**config.mk**
```make
export PLATFORM = sky130hd
export DESIGN_NAME = dedup_stack
export DESIGN_NICKNAME = d
export VERILOG_FILES = /design/src/rtl/ds_pkg.sv /design/src/rtl/ds_ctrl.sv /design/src/rtl/ds_datapath.sv /design/src/rtl/dedup_stack.sv
export SDC_FILE = /design/constraint.sdc
export NUM_CORES = 2
export LEC_CHECK = 0
export BUFFER_PORTS_ARGS = -buffer_cell sky130_fd_sc_hd__buf_2
export CORE_ASPECT_RATIO = 0.8
export CORE_MARGIN = 2
export CORE_UTILIZATION = 55
export CTS_CLUSTER_DIAMETER = 120
export CTS_CLUSTER_SIZE = 40
export DETAILED_ROUTE_END_ITERATION = 10
export PLACE_DENSITY = 0.71
export SLEW_MARGIN = 40
export SYNTH_ARGS = -nofsm -noshare
export SYNTH_HDL_FRONTEND = slang
export SYNTH_SLANG_ARGS = --single-unit
```
**constraint.sdc**
```tcl
create_clock -name clk -period 5.1 [get_ports clk]
set_input_delay 0.51 -clock clk [delete_from_list [all_inputs] [get_ports clk]]
set_output_delay 0.51 -clock clk [all_outputs]
set_load 0.02 [all_outputs]
```
**src/rtl/ds_pkg.sv**
```systemverilog
// ds_pkg: shared widths, codes and control/status structs for the dedup stack.
// Used by ds_ctrl, ds_datapath and dedup_stack; no dependencies.
`timescale 1ns / 1ps
package ds_pkg;

  localparam int VALUE_W  = 32;
  localparam int COUNT_W  = 7;
  localparam int STATUS_W = 2;

  localparam int DEF_STACK_DEPTH = 64;
  localparam int DEF_ITEM_WIDTH  = 32;

  localparam logic CMD_PUSH = 1'b0;
  localparam logic CMD_POP  = 1'b1;

  localparam logic [STATUS_W-1:0] ST_DONE  = 2'd0;
  localparam logic [STATUS_W-1:0] ST_DUP   = 2'd1;
  localparam logic [STATUS_W-1:0] ST_EMPTY = 2'd2;
  localparam logic [STATUS_W-1:0] ST_FULL  = 2'd3;

  typedef struct packed {
    logic                load;
    logic                scan_rd;
    logic                pop_rd;
    logic                push_wr;
    logic                finish;
    logic                pop_out;
    logic [STATUS_W-1:0] status;
  } ds_cmd_t;

  typedef struct packed {
    logic cnt_zero;
    logic cnt_full;
    logic hit;
    logic scan_end;
  } ds_stat_t;

endpackage

```
**src/rtl/ds_ctrl.sv**
```systemverilog
// ds_ctrl: sequencer for the dedup stack (accept, duplicate scan, pop read).
// Depends on ds_pkg for command/status structs and codes.
`timescale 1ns / 1ps
module ds_ctrl (
  input  logic              clk,
  input  logic              rst_n,
  input  logic              start,
  input  logic              in_cmd,
  input  ds_pkg::ds_stat_t  stat,
  output ds_pkg::ds_cmd_t   cmd,
  output logic              busy
);
  import ds_pkg::*;

  localparam logic [1:0] S_IDLE     = 2'd0;
  localparam logic [1:0] S_SCAN     = 2'd1;
  localparam logic [1:0] S_POP      = 2'd2;
  localparam logic [1:0] S_POP_WAIT = 2'd3;

  logic [1:0] state_r;
  logic [1:0] state_nxt;

  assign busy = (state_r != S_IDLE);

  always_comb begin
    state_nxt = state_r;
    cmd       = '0;
    cmd.status = ST_DONE;
    case (state_r)
      S_IDLE: begin
        if (start) begin
          cmd.load  = 1'b1;
          state_nxt = (in_cmd == CMD_PUSH) ? S_SCAN : S_POP;
        end
      end
      S_SCAN: begin
        if (stat.hit) begin
          cmd.finish = 1'b1;
          cmd.status = ST_DUP;
          state_nxt  = S_IDLE;
        end else if (stat.scan_end) begin
          cmd.finish = 1'b1;
          if (stat.cnt_full) begin
            cmd.status = ST_FULL;
          end else begin
            cmd.push_wr = 1'b1;
            cmd.status  = ST_DONE;
          end
          state_nxt = S_IDLE;
        end else begin
          cmd.scan_rd = 1'b1;
        end
      end
      S_POP: begin
        if (stat.cnt_zero) begin
          cmd.finish = 1'b1;
          cmd.status = ST_EMPTY;
          state_nxt  = S_IDLE;
        end else begin
          cmd.pop_rd = 1'b1;
          state_nxt  = S_POP_WAIT;
        end
      end
      S_POP_WAIT: begin
        cmd.finish  = 1'b1;
        cmd.pop_out = 1'b1;
        cmd.status  = ST_DONE;
        state_nxt   = S_IDLE;
      end
      default: begin
        state_nxt = S_IDLE;
      end
    endcase
  end

  always_ff @(posedge clk) begin
    if (!rst_n) begin
      state_r <= S_IDLE;
    end else begin
      state_r <= state_nxt;
    end
  end

`ifndef SYNTHESIS
  a_idle_after_finish: assert property (@(posedge clk) disable iff (!rst_n)
    cmd.finish |=> !busy)
    else $error("controller not idle after finish");
  a_wait_follows_pop: assert property (@(posedge clk) disable iff (!rst_n)
    cmd.pop_rd |=> (state_r == S_POP_WAIT))
    else $error("pop read not followed by wait");
  a_no_write_on_hit: assert property (@(posedge clk) disable iff (!rst_n)
    stat.hit && (state_r == S_SCAN) |-> !cmd.push_wr)
    else $error("write issued on duplicate");
`endif

endmodule

```
**src/rtl/ds_datapath.sv**
```systemverilog
// ds_datapath: entry memory, entry count, scan index and result registers.
// Depends on ds_pkg; driven by ds_ctrl commands.
`timescale 1ns / 1ps
module ds_datapath #(
  parameter int STACK_DEPTH = ds_pkg::DEF_STACK_DEPTH,
  parameter int ITEM_WIDTH  = ds_pkg::DEF_ITEM_WIDTH
) (
  input  logic                          clk,
  input  logic                          rst_n,
  input  logic [ds_pkg::VALUE_W-1:0]    in_value,
  input  ds_pkg::ds_cmd_t               cmd,
  output ds_pkg::ds_stat_t              stat,
  output logic                          out_valid,
  output logic                          out_ok,
  output logic [ds_pkg::STATUS_W-1:0]   out_status,
  output logic [ds_pkg::VALUE_W-1:0]    out_popped_value,
  output logic [ds_pkg::COUNT_W-1:0]    out_count
);
  import ds_pkg::*;

  localparam int AW = $clog2(STACK_DEPTH);
  localparam int CW = $clog2(STACK_DEPTH + 1);
  localparam int XW = ITEM_WIDTH + VALUE_W;

  logic [ITEM_WIDTH-1:0] mem [STACK_DEPTH];

  logic [ITEM_WIDTH-1:0] item_r, item_nxt;
  logic [ITEM_WIDTH-1:0] rd_r;
  logic [CW-1:0]         count_r, count_nxt;
  logic [CW-1:0]         idx_r, idx_nxt;
  logic                  last_r, last_nxt;
  logic                  rdv_r, rdv_nxt;
  logic [AW-1:0]         raddr;
  logic [CW-1:0]         cnt_dec;
  logic [XW-1:0]         in_ext;
  logic [XW-1:0]         rd_ext;
  logic                  rd_en;

  logic                  out_valid_r;
  logic                  out_ok_r;
  logic [STATUS_W-1:0]   out_status_r;
  logic [VALUE_W-1:0]    out_popped_r;
  logic [COUNT_W-1:0]    out_count_r;
  logic [CW+COUNT_W-1:0] cnt_ext;

  assign in_ext  = {{ITEM_WIDTH{1'b0}}, in_value};
  assign rd_ext  = {{VALUE_W{1'b0}}, rd_r};
  assign cnt_dec = count_r - CW'(1);
  assign raddr   = cmd.pop_rd ? cnt_dec[AW-1:0] : idx_r[AW-1:0];
  assign rd_en   = cmd.pop_rd | cmd.scan_rd;
  assign cnt_ext = {{COUNT_W{1'b0}}, count_nxt};

  assign stat.cnt_zero = (count_r == '0);
  assign stat.cnt_full = (count_r == CW'(STACK_DEPTH));
  assign stat.hit      = rdv_r && (rd_r == item_r);
  assign stat.scan_end = (count_r == '0) || (rdv_r && last_r);

  always_comb begin
    item_nxt  = cmd.load ? in_ext[ITEM_WIDTH-1:0] : item_r;
    idx_nxt   = idx_r;
    last_nxt  = last_r;
    rdv_nxt   = rdv_r;
    count_nxt = count_r;
    if (cmd.load) begin
      idx_nxt = '0;
      rdv_nxt = 1'b0;
    end
    if (cmd.scan_rd) begin
      idx_nxt  = idx_r + CW'(1);
      last_nxt = ((idx_r + CW'(1)) == count_r);
      rdv_nxt  = 1'b1;
    end
    if (cmd.pop_rd) begin
      count_nxt = cnt_dec;
    end else if (cmd.push_wr) begin
      count_nxt = count_r + CW'(1);
    end
  end

  always_ff @(posedge clk) begin
    if (cmd.push_wr) begin
      mem[count_r[AW-1:0]] <= item_r;
    end
    if (rd_en) begin
      rd_r <= mem[raddr];
    end
  end

  always_ff @(posedge clk) begin
    if (!rst_n) begin
      count_r     <= '0;
      rdv_r       <= 1'b0;
      out_valid_r <= 1'b0;
    end else begin
      count_r     <= count_nxt;
      rdv_r       <= rdv_nxt;
      out_valid_r <= cmd.finish;
    end
  end

  always_ff @(posedge clk) begin
    item_r <= item_nxt;
    idx_r  <= idx_nxt;
    last_r <= last_nxt;
    if (cmd.finish) begin
      out_ok_r     <= (cmd.status == ST_DONE) || (cmd.status == ST_DUP);
      out_status_r <= cmd.status;
      out_popped_r <= cmd.pop_out ? rd_ext[VALUE_W-1:0] : '0;
      out_count_r  <= cnt_ext[COUNT_W-1:0];
    end
  end

  assign out_valid        = out_valid_r;
  assign out_ok           = out_ok_r;
  assign out_status       = out_status_r;
  assign out_popped_value = out_popped_r;
  assign out_count        = out_count_r;

`ifndef SYNTHESIS
  a_count_bound: assert property (@(posedge clk) disable iff (!rst_n)
    count_r <= CW'(STACK_DEPTH))
    else $error("entry count above depth");
  a_no_write_full: assert property (@(posedge clk) disable iff (!rst_n)
    cmd.push_wr |-> !stat.cnt_full)
    else $error("write into full stack");
  a_pop_dec: assert property (@(posedge clk) disable iff (!rst_n)
    cmd.pop_rd |=> (count_r == $past(count_r) - CW'(1)))
    else $error("pop did not decrement count");
  a_fail_code: assert property (@(posedge clk) disable iff (!rst_n)
    out_valid_r && !out_ok_r |-> (out_status_r == ST_EMPTY) || (out_status_r == ST_FULL))
    else $error("failure with wrong status");
`endif

endmodule

```
**src/rtl/dedup_stack.sv**
```systemverilog
// dedup_stack: LIFO stack without duplicates; a push scans held entries one per cycle
// through the single memory read port, until a hit or until every held entry is compared.
// busy drops in the strobe cycle, so a new item starts only once the last one's result is out.
// Results cannot be stalled. Synchronous active-low reset empties the stack at once.
// Depends on ds_pkg, ds_ctrl and ds_datapath.
`timescale 1ns / 1ps
module dedup_stack #(
  parameter int STACK_DEPTH = ds_pkg::DEF_STACK_DEPTH,
  parameter int ITEM_WIDTH  = ds_pkg::DEF_ITEM_WIDTH
) (
  input  logic                          clk,
  input  logic                          rst_n,
  input  logic                          start,
  output logic                          busy,
  input  logic                          in_cmd,
  input  logic [ds_pkg::VALUE_W-1:0]    in_value,
  output logic                          out_valid,
  output logic                          out_ok,
  output logic [ds_pkg::STATUS_W-1:0]   out_status,
  output logic [ds_pkg::VALUE_W-1:0]    out_popped_value,
  output logic [ds_pkg::COUNT_W-1:0]    out_count
);
  import ds_pkg::*;

  ds_cmd_t  cmd;
  ds_stat_t stat;

  ds_ctrl u_ctrl (
    .clk    (clk),
    .rst_n  (rst_n),
    .start  (start),
    .in_cmd (in_cmd),
    .stat   (stat),
    .cmd    (cmd),
    .busy   (busy)
  );

  ds_datapath #(
    .STACK_DEPTH (STACK_DEPTH),
    .ITEM_WIDTH  (ITEM_WIDTH)
  ) u_dp (
    .clk              (clk),
    .rst_n            (rst_n),
    .in_value         (in_value),
    .cmd              (cmd),
    .stat             (stat),
    .out_valid        (out_valid),
    .out_ok           (out_ok),
    .out_status       (out_status),
    .out_popped_value (out_popped_value),
    .out_count        (out_count)
  );

endmodule
```
Word level (Yosys, flattened, before mapping)
Memories as Yosys holds them, arrays and structs flattened. A register that Yosys moved wholly into a read port is not among the register bits.
Cells that the tools add are included.
Operators by class
  $add $sub $neg: 3
  bitwise operators: 1
  eq/ne operators: 9
  reductions and logical operators: 10
  muxes and demuxes: 35
Operator list (number)
  $eq A32 B32 Y1: 1
  $mux W7: 4
  $mux W2: 10
  $mux W1: 17
  $add A7 B1 Y7 const B: 2
  $pmux W2 S4: 1
  $eq A7 B7 Y1: 1
  $eq A7 B7 Y1 const B: 1
  $logic_not A7 Y1: 1
  $sub A7 B1 Y7 const B: 1
  $mux W6: 1
  $eq A2 B1 Y1 const B: 2
  $eq A2 B2 Y1 const B: 2
  $logic_not A2 Y1: 2
  $pmux W2 S2: 1
  $reduce_bool A2 Y1: 2
  $ne A3 B3 Y1 const B: 1
  $pmux W1 S3: 1
  $logic_and A1 B1 Y1: 2
  $logic_or A1 B1 Y1: 2
  $ne A2 B2 Y1 const B: 1
  $reduce_and A2 Y1: 1
  $or A1 B1 Y1: 1
Word-level totals
  register bits after elaboration: 93
  word-level logic and storage cells: 70
  memory bits (writable): 2048
  memories: 1
  output and inout port bits: 44
Memories
  u_dp.mem: depth 64, width 32, read ports 1, clocked after memory_dff 1, write ports 1, line ds_datapath.sv:25  | logic [ITEM_WIDTH-1:0] mem [STACK_DEPTH];

Depth between registers and ports, before layout
  depth after elaboration: 7
  depth in mapped cells: 16
  depth with buffers taken out: 10

Modules after synthesis
Synthesis repeated with hierarchy kept, for this count alone.
Unflattened totals
  cell total of the unflattened synthesis: 6209
  area total of the unflattened synthesis: 88095.7 µm²
By module, submodules not included
  ds_datapath: area each 87833.0 µm², times used 1, cells each 6178
  ds_ctrl: area each 262.8 µm², times used 1, cells each 31

Worst setup path before layout
Ideal clock, no wire load.
  path type: register to register
  start: register u_dp.item_r[6]
  end: register u_dp.out_count_r[0] (netlist: u_dp.out_count[0]), enable pin
  period minus slack after synthesis: 4.704 ns
  slack: 0.396 ns
  data required time: 4.644 ns
  cell stages (with the launch flop): 8
  library setup time: 0.456 ns
  data arrival time: 4.247 ns
  buffers on the path: 0
  cell sequence: edfxtp_1 > xor2_1 > nor4_1 > nand4_1 > or3_1 > nand2_1 > nand2_1 > a21oi_1
RTL lines
  from (decl): line ds_datapath.sv:27  | logic [ITEM_WIDTH-1:0] item_r, item_nxt;
  from (signal assigned): line ds_datapath.sv:102  | item_r <= item_nxt;
  to (signal assigned): line ds_datapath.sv:109  | out_count_r <= cnt_ext[COUNT_W-1:0];
  to (decl): line ds_datapath.sv:43  | logic [COUNT_W-1:0] out_count_r;

Worst setup path in the final report
  start: register u_dp.count_r[1]
  end: register u_dp.rd_r[25] (read register of u_dp.mem), data pin
On the way
  word-level cells in the longest chain between the ends: 6
  elaborated cells between the ends (all ways): 10
  classes of those cells: add/sub (1); mux (6); bitwise (1); reduce/logical (2)
RTL lines
  from (decl): line ds_datapath.sv:29  | logic [CW-1:0] count_r, count_nxt;
  from (signal assigned): line ds_datapath.sv:95  | count_r <= count_nxt;
  $logic_not A7 Y1: line ds_datapath.sv:53, ds_datapath.sv:56
  $logic_or A1 B1 Y1: line ds_datapath.sv:56  | assign stat.scan_end = (count_r == '0) || (rdv_r && last_r);
  $mux W1: line ds_ctrl.sv:41  | end else if (stat.scan_end) begin
  $mux W1: line ds_ctrl.sv:37  | if (stat.hit) begin
  $mux W1: line ds_ctrl.sv:29  | case (state_r)
  $or A1 B1 Y1: line ds_datapath.sv:50  | assign rd_en = cmd.pop_rd | cmd.scan_rd;
  to (decl): line ds_datapath.sv:28  | logic [ITEM_WIDTH-1:0] rd_r;
Parallel ways exist; a longest one is shown, timed or not.
A chain may end at the register's enable or synchronous reset.

==> metrics.md <==
| Metric | Value |
|---|---|
| Share of layout cells above drive strength 1 | 9.13% |
| Crit path launch | u_dp.count_r[1] |
| Final Hold Fails | 0 |
| Sequential cell area | 65100 um^2 |
| Hold-fix buffers, CTS | 27 |
| FP Rows | 129 |
| Yosys cell types | 82 |
| Asr flop ratio synth | 0% |
| Pre-Repair DR Iteration Count | 6 |
| Core area | 155000 um^2 |
| Number of global-route vias before repair | 51200 |
| Total global-route track usage | 33.0% |
| Area Overhead vs Synth | 7.93% |
| CP startpoint kind | register |
| CTS clock-pin slew for the worst setup and hold paths | 160 ps |
| EDFF count, synth | 2162 |
| Hpwl dp | 152000 um |
| Initial antenna violation count | 29 |
| Setup ws final | 577 ps |
| CTS buffer count | 60 |
| Multi-input combinational cell area | 19800 um^2 |
| Seq/Total Area, Yosys | 75.6% |
| Top FF cell, synth | edfxtp_1 |
| Leakage | 30.6 nW |
| Largest net degree at the start of global routing | 101 |
| Status | finished, final reports clean |
| Clk_skew | 41.2 ps |
| CTS root buffer | clkbuf_16 |
| ANT nets after route | 0 |
| # clock sinks | 2173 |
| Max Root-Sink Buffers | 3 |
| Period utilization | 88.7% |
| Total gr overflow | 0 |
| Final setup TNS | 0 ps |
| Drt total wl | 268000 um |
| Max Freq | 221 MHz |
| CP Capture Type | register |
| Nets | 6107 |
| Max-cap violations | 0 |
| Initial Util | 55.5% |
| Relative slew slack | 37.3% |
| Tightest Hold Check Type | input pin to register |
| Post-Synthesis Cells | 6025 |
| Routed vias | 55600 |
| Crit path max fanout | 98 |
| Setup Fix Bufs, Post-CTS | 0 |
| Vias per cell | 6.79 |
| H-tree Lvls | 2 |
| Fill cells | 11500 |
| Die Height | 358 um |
| Synth warnings | 0 |
| # setup viols final | 0 |
| Crit path time final | 4520 ps |
| Critical Path RT | 5600 ps |
| DRC Markers | 0 |
| CTS tree | built |
| Setup slack, reg-to-reg | 580 ps |
| Worst R2R Start | u_dp.count_r[1] |
| PD cells | 670 nW/um^2 |
| Clock Latency Late Sink | 790 ps |
| GP Congestion | 0.930 |
| Critical hold path startpoint | in_value[8] |
| Critical path class | register to register |
| First-pass GRT wire length | 376000 um |
| Unrepaired setup endpoints after global routing | no |
| Post-Synthesis Cell Area | 86100 um^2 |
| DR WL/cell | 32.7 um |
| Worst EP arrival | 5020 ps |
| # port buffers | 79 |
| VDD IR max | 1100 uV |
| Total I/O pin count | 80 |
| Synth Register Bits | 2173 |
| Die width | 446 um |
| Mean cell area of the mapped netlist | 14.3 um^2 |
| CTS resizes | 0 |
| Final slew viol count | 0 |
| Slew @ Worst Pin | 941 ps |
| DP Worst Slack | 678 ps |
| Die ar. | 160000 um^2 |
| Net Count, Synth | 6069 |
| Iteration-0 DRC count of the detailed router | 10500 |
## flip-flops by register name (all words and copies together) (netlist names)
signal / cells
u_dp.rdv_r: 1
u_ctrl.state_r: 2
u_dp.out_status: 2
u_dp.rd_r: 32
u_dp.out_count: 7
u_dp.out_valid: 1
u_dp.out_ok: 1
u_dp.item_r: 32
u_dp.idx_r: 7
u_dp.out_popped_value: 32
u_dp.count_r: 7
u_dp.last_r: 1
u_dp.mem: 2048
## stage by stage
stage	cells	cell area (um^2)	total power, W	hold slack (ps)	util (%)
2_1_floorplan	6025	86100	0.0414	495	-
3_3_place_gp	8055	90700	0.0537	543	58.5
3_5_place_dp	8066	90900	0.0543	563	58.6
4_1_cts	8181	92900	0.0612	16.1	59.9
5_1_grt	8186	93000	0.0644	5.49	59.9
6_report	8189	93000	0.0623	39.2	59.9
## cells in the mapped netlist, types with 13 or more instances
| cell type | instances | area, um^2 |
|---|---|---|
| edfxtp_1 | 2162 | 64900 |
| nand2_1 | 1397 | 5240 |
| nand3_1 | 391 | 1960 |
| and3_1 | 217 | 1360 |
| clkbuf_1 | 199 | 747 |
| a21oi_1 | 185 | 926 |
| a211oi_1 | 159 | 1190 |
| a31oi_1 | 150 | 938 |
| buf_2 | 143 | 716 |
| mux2i_1 | 136 | 1360 |
| a311oi_1 | 84 | 736 |
| nor2_1 | 82 | 308 |
| a32oi_1 | 68 | 596 |
| and2_1 | 56 | 350 |
| buf_1 | 48 | 180 |
| o21ai_0 | 42 | 210 |
| xor2_1 | 39 | 342 |
| a221o_1 | 38 | 380 |
| a311o_1 | 32 | 320 |
| a22oi_1 | 31 | 233 |
| o2111ai_1 | 26 | 228 |
| o31ai_1 | 26 | 195 |
| buf_4 | 24 | 180 |
| nand4_1 | 23 | 144 |
| a221oi_1 | 20 | 175 |
| or4_1 | 18 | 135 |
| o21bai_1 | 15 | 113 |
| xnor2_1 | 14 | 123 |
| a32o_1 | 13 | 130 |
| o31a_1 | 13 | 114 |
## layout make-up
cell class                 count  area share (%)
tap                         2096            2.82
inverter                      11          0.0444
clock buffer                  86            1.74
multi-input combinational   3422            21.3
timing repair buffer         395            3.94
sequential                  2173            70.1
clock inverter                 2          0.0336
antenna                        4          0.0108
## worst max-delay path, stage by stage, from the launching register on
cell and delay (ps):
dfxtp_1 570, inv_1 140, ha_1 310, and4bb_2 310, a21o_1 350, nor2_4 210, buf_12 200, buf_12 410
buf_4 330, mux2i_1 250, a221o_1 210, a311oi_1 70, o31ai_2 640, nand4_1 140
## cell usage in the layout (no fill, tap or decap), types with 19 or more instances in the layout
cell / instances
a311oi_1: 84
mux2i_1: 134
a211oi_1: 158
o21ai_0: 40
clkbuf_16: 63
a22oi_1: 31
nand4_1: 23
a32oi_1: 68
o2111ai_1: 26
a31oi_1: 150
xor2_1: 39
buf_12: 56
nor2_4: 65
nand3_1: 391
a311o_1: 32
and3_1: 217
buf_2: 82
o31ai_1: 19
dlygate4sd3_1: 27
buf_4: 220
clkbuf_1: 25
and2_1: 56
edfxtp_1: 2162
a221o_1: 38
nand2_1: 1395
a21oi_1: 176
## where the power goes
group | switching (W) | internal (W) | total (W)
clock | 0.00502 | 0.00226 | 0.00727
combinational | 0.0230 | 0.00982 | 0.0328
sequential | 0.000709 | 0.0216 | 0.0223
total | 0.0287 | 0.0336 | 0.0623
## path summary, 6_finish.rpt
kind              cells after the start                end
setup / recovery                     13      u_dp.rd_r[25]
hold / removal                        1     u_dp.item_r[8]
setup reg to reg                     13      u_dp.rd_r[25]
hold reg to reg                       1  u_ctrl.state_r[1]
## per-layer routing
layer,part of all wire (%),wire [um],GRT usage (%)
met5,0.057,153,0
met4,4.4,11700,12.3
met1,37,98600,47.5
met2,43,115000,47.9
met3,16,43000,9.93
## cells by family after synthesis
kind of cell	Yosys count	synth area share, %
AND/OR/NAND/NOR	2232	11.4
AO/OA/AOI/OAI	987	8.40
adder cells (fa/ha/maj)	8	0.116
XOR/XNOR	53	0.539
flip-flops	2173	75.6
buffers and inverters	430	2.23
multiplexers	142	1.67
Note: power is estimated with default switching activity, not from simulation.
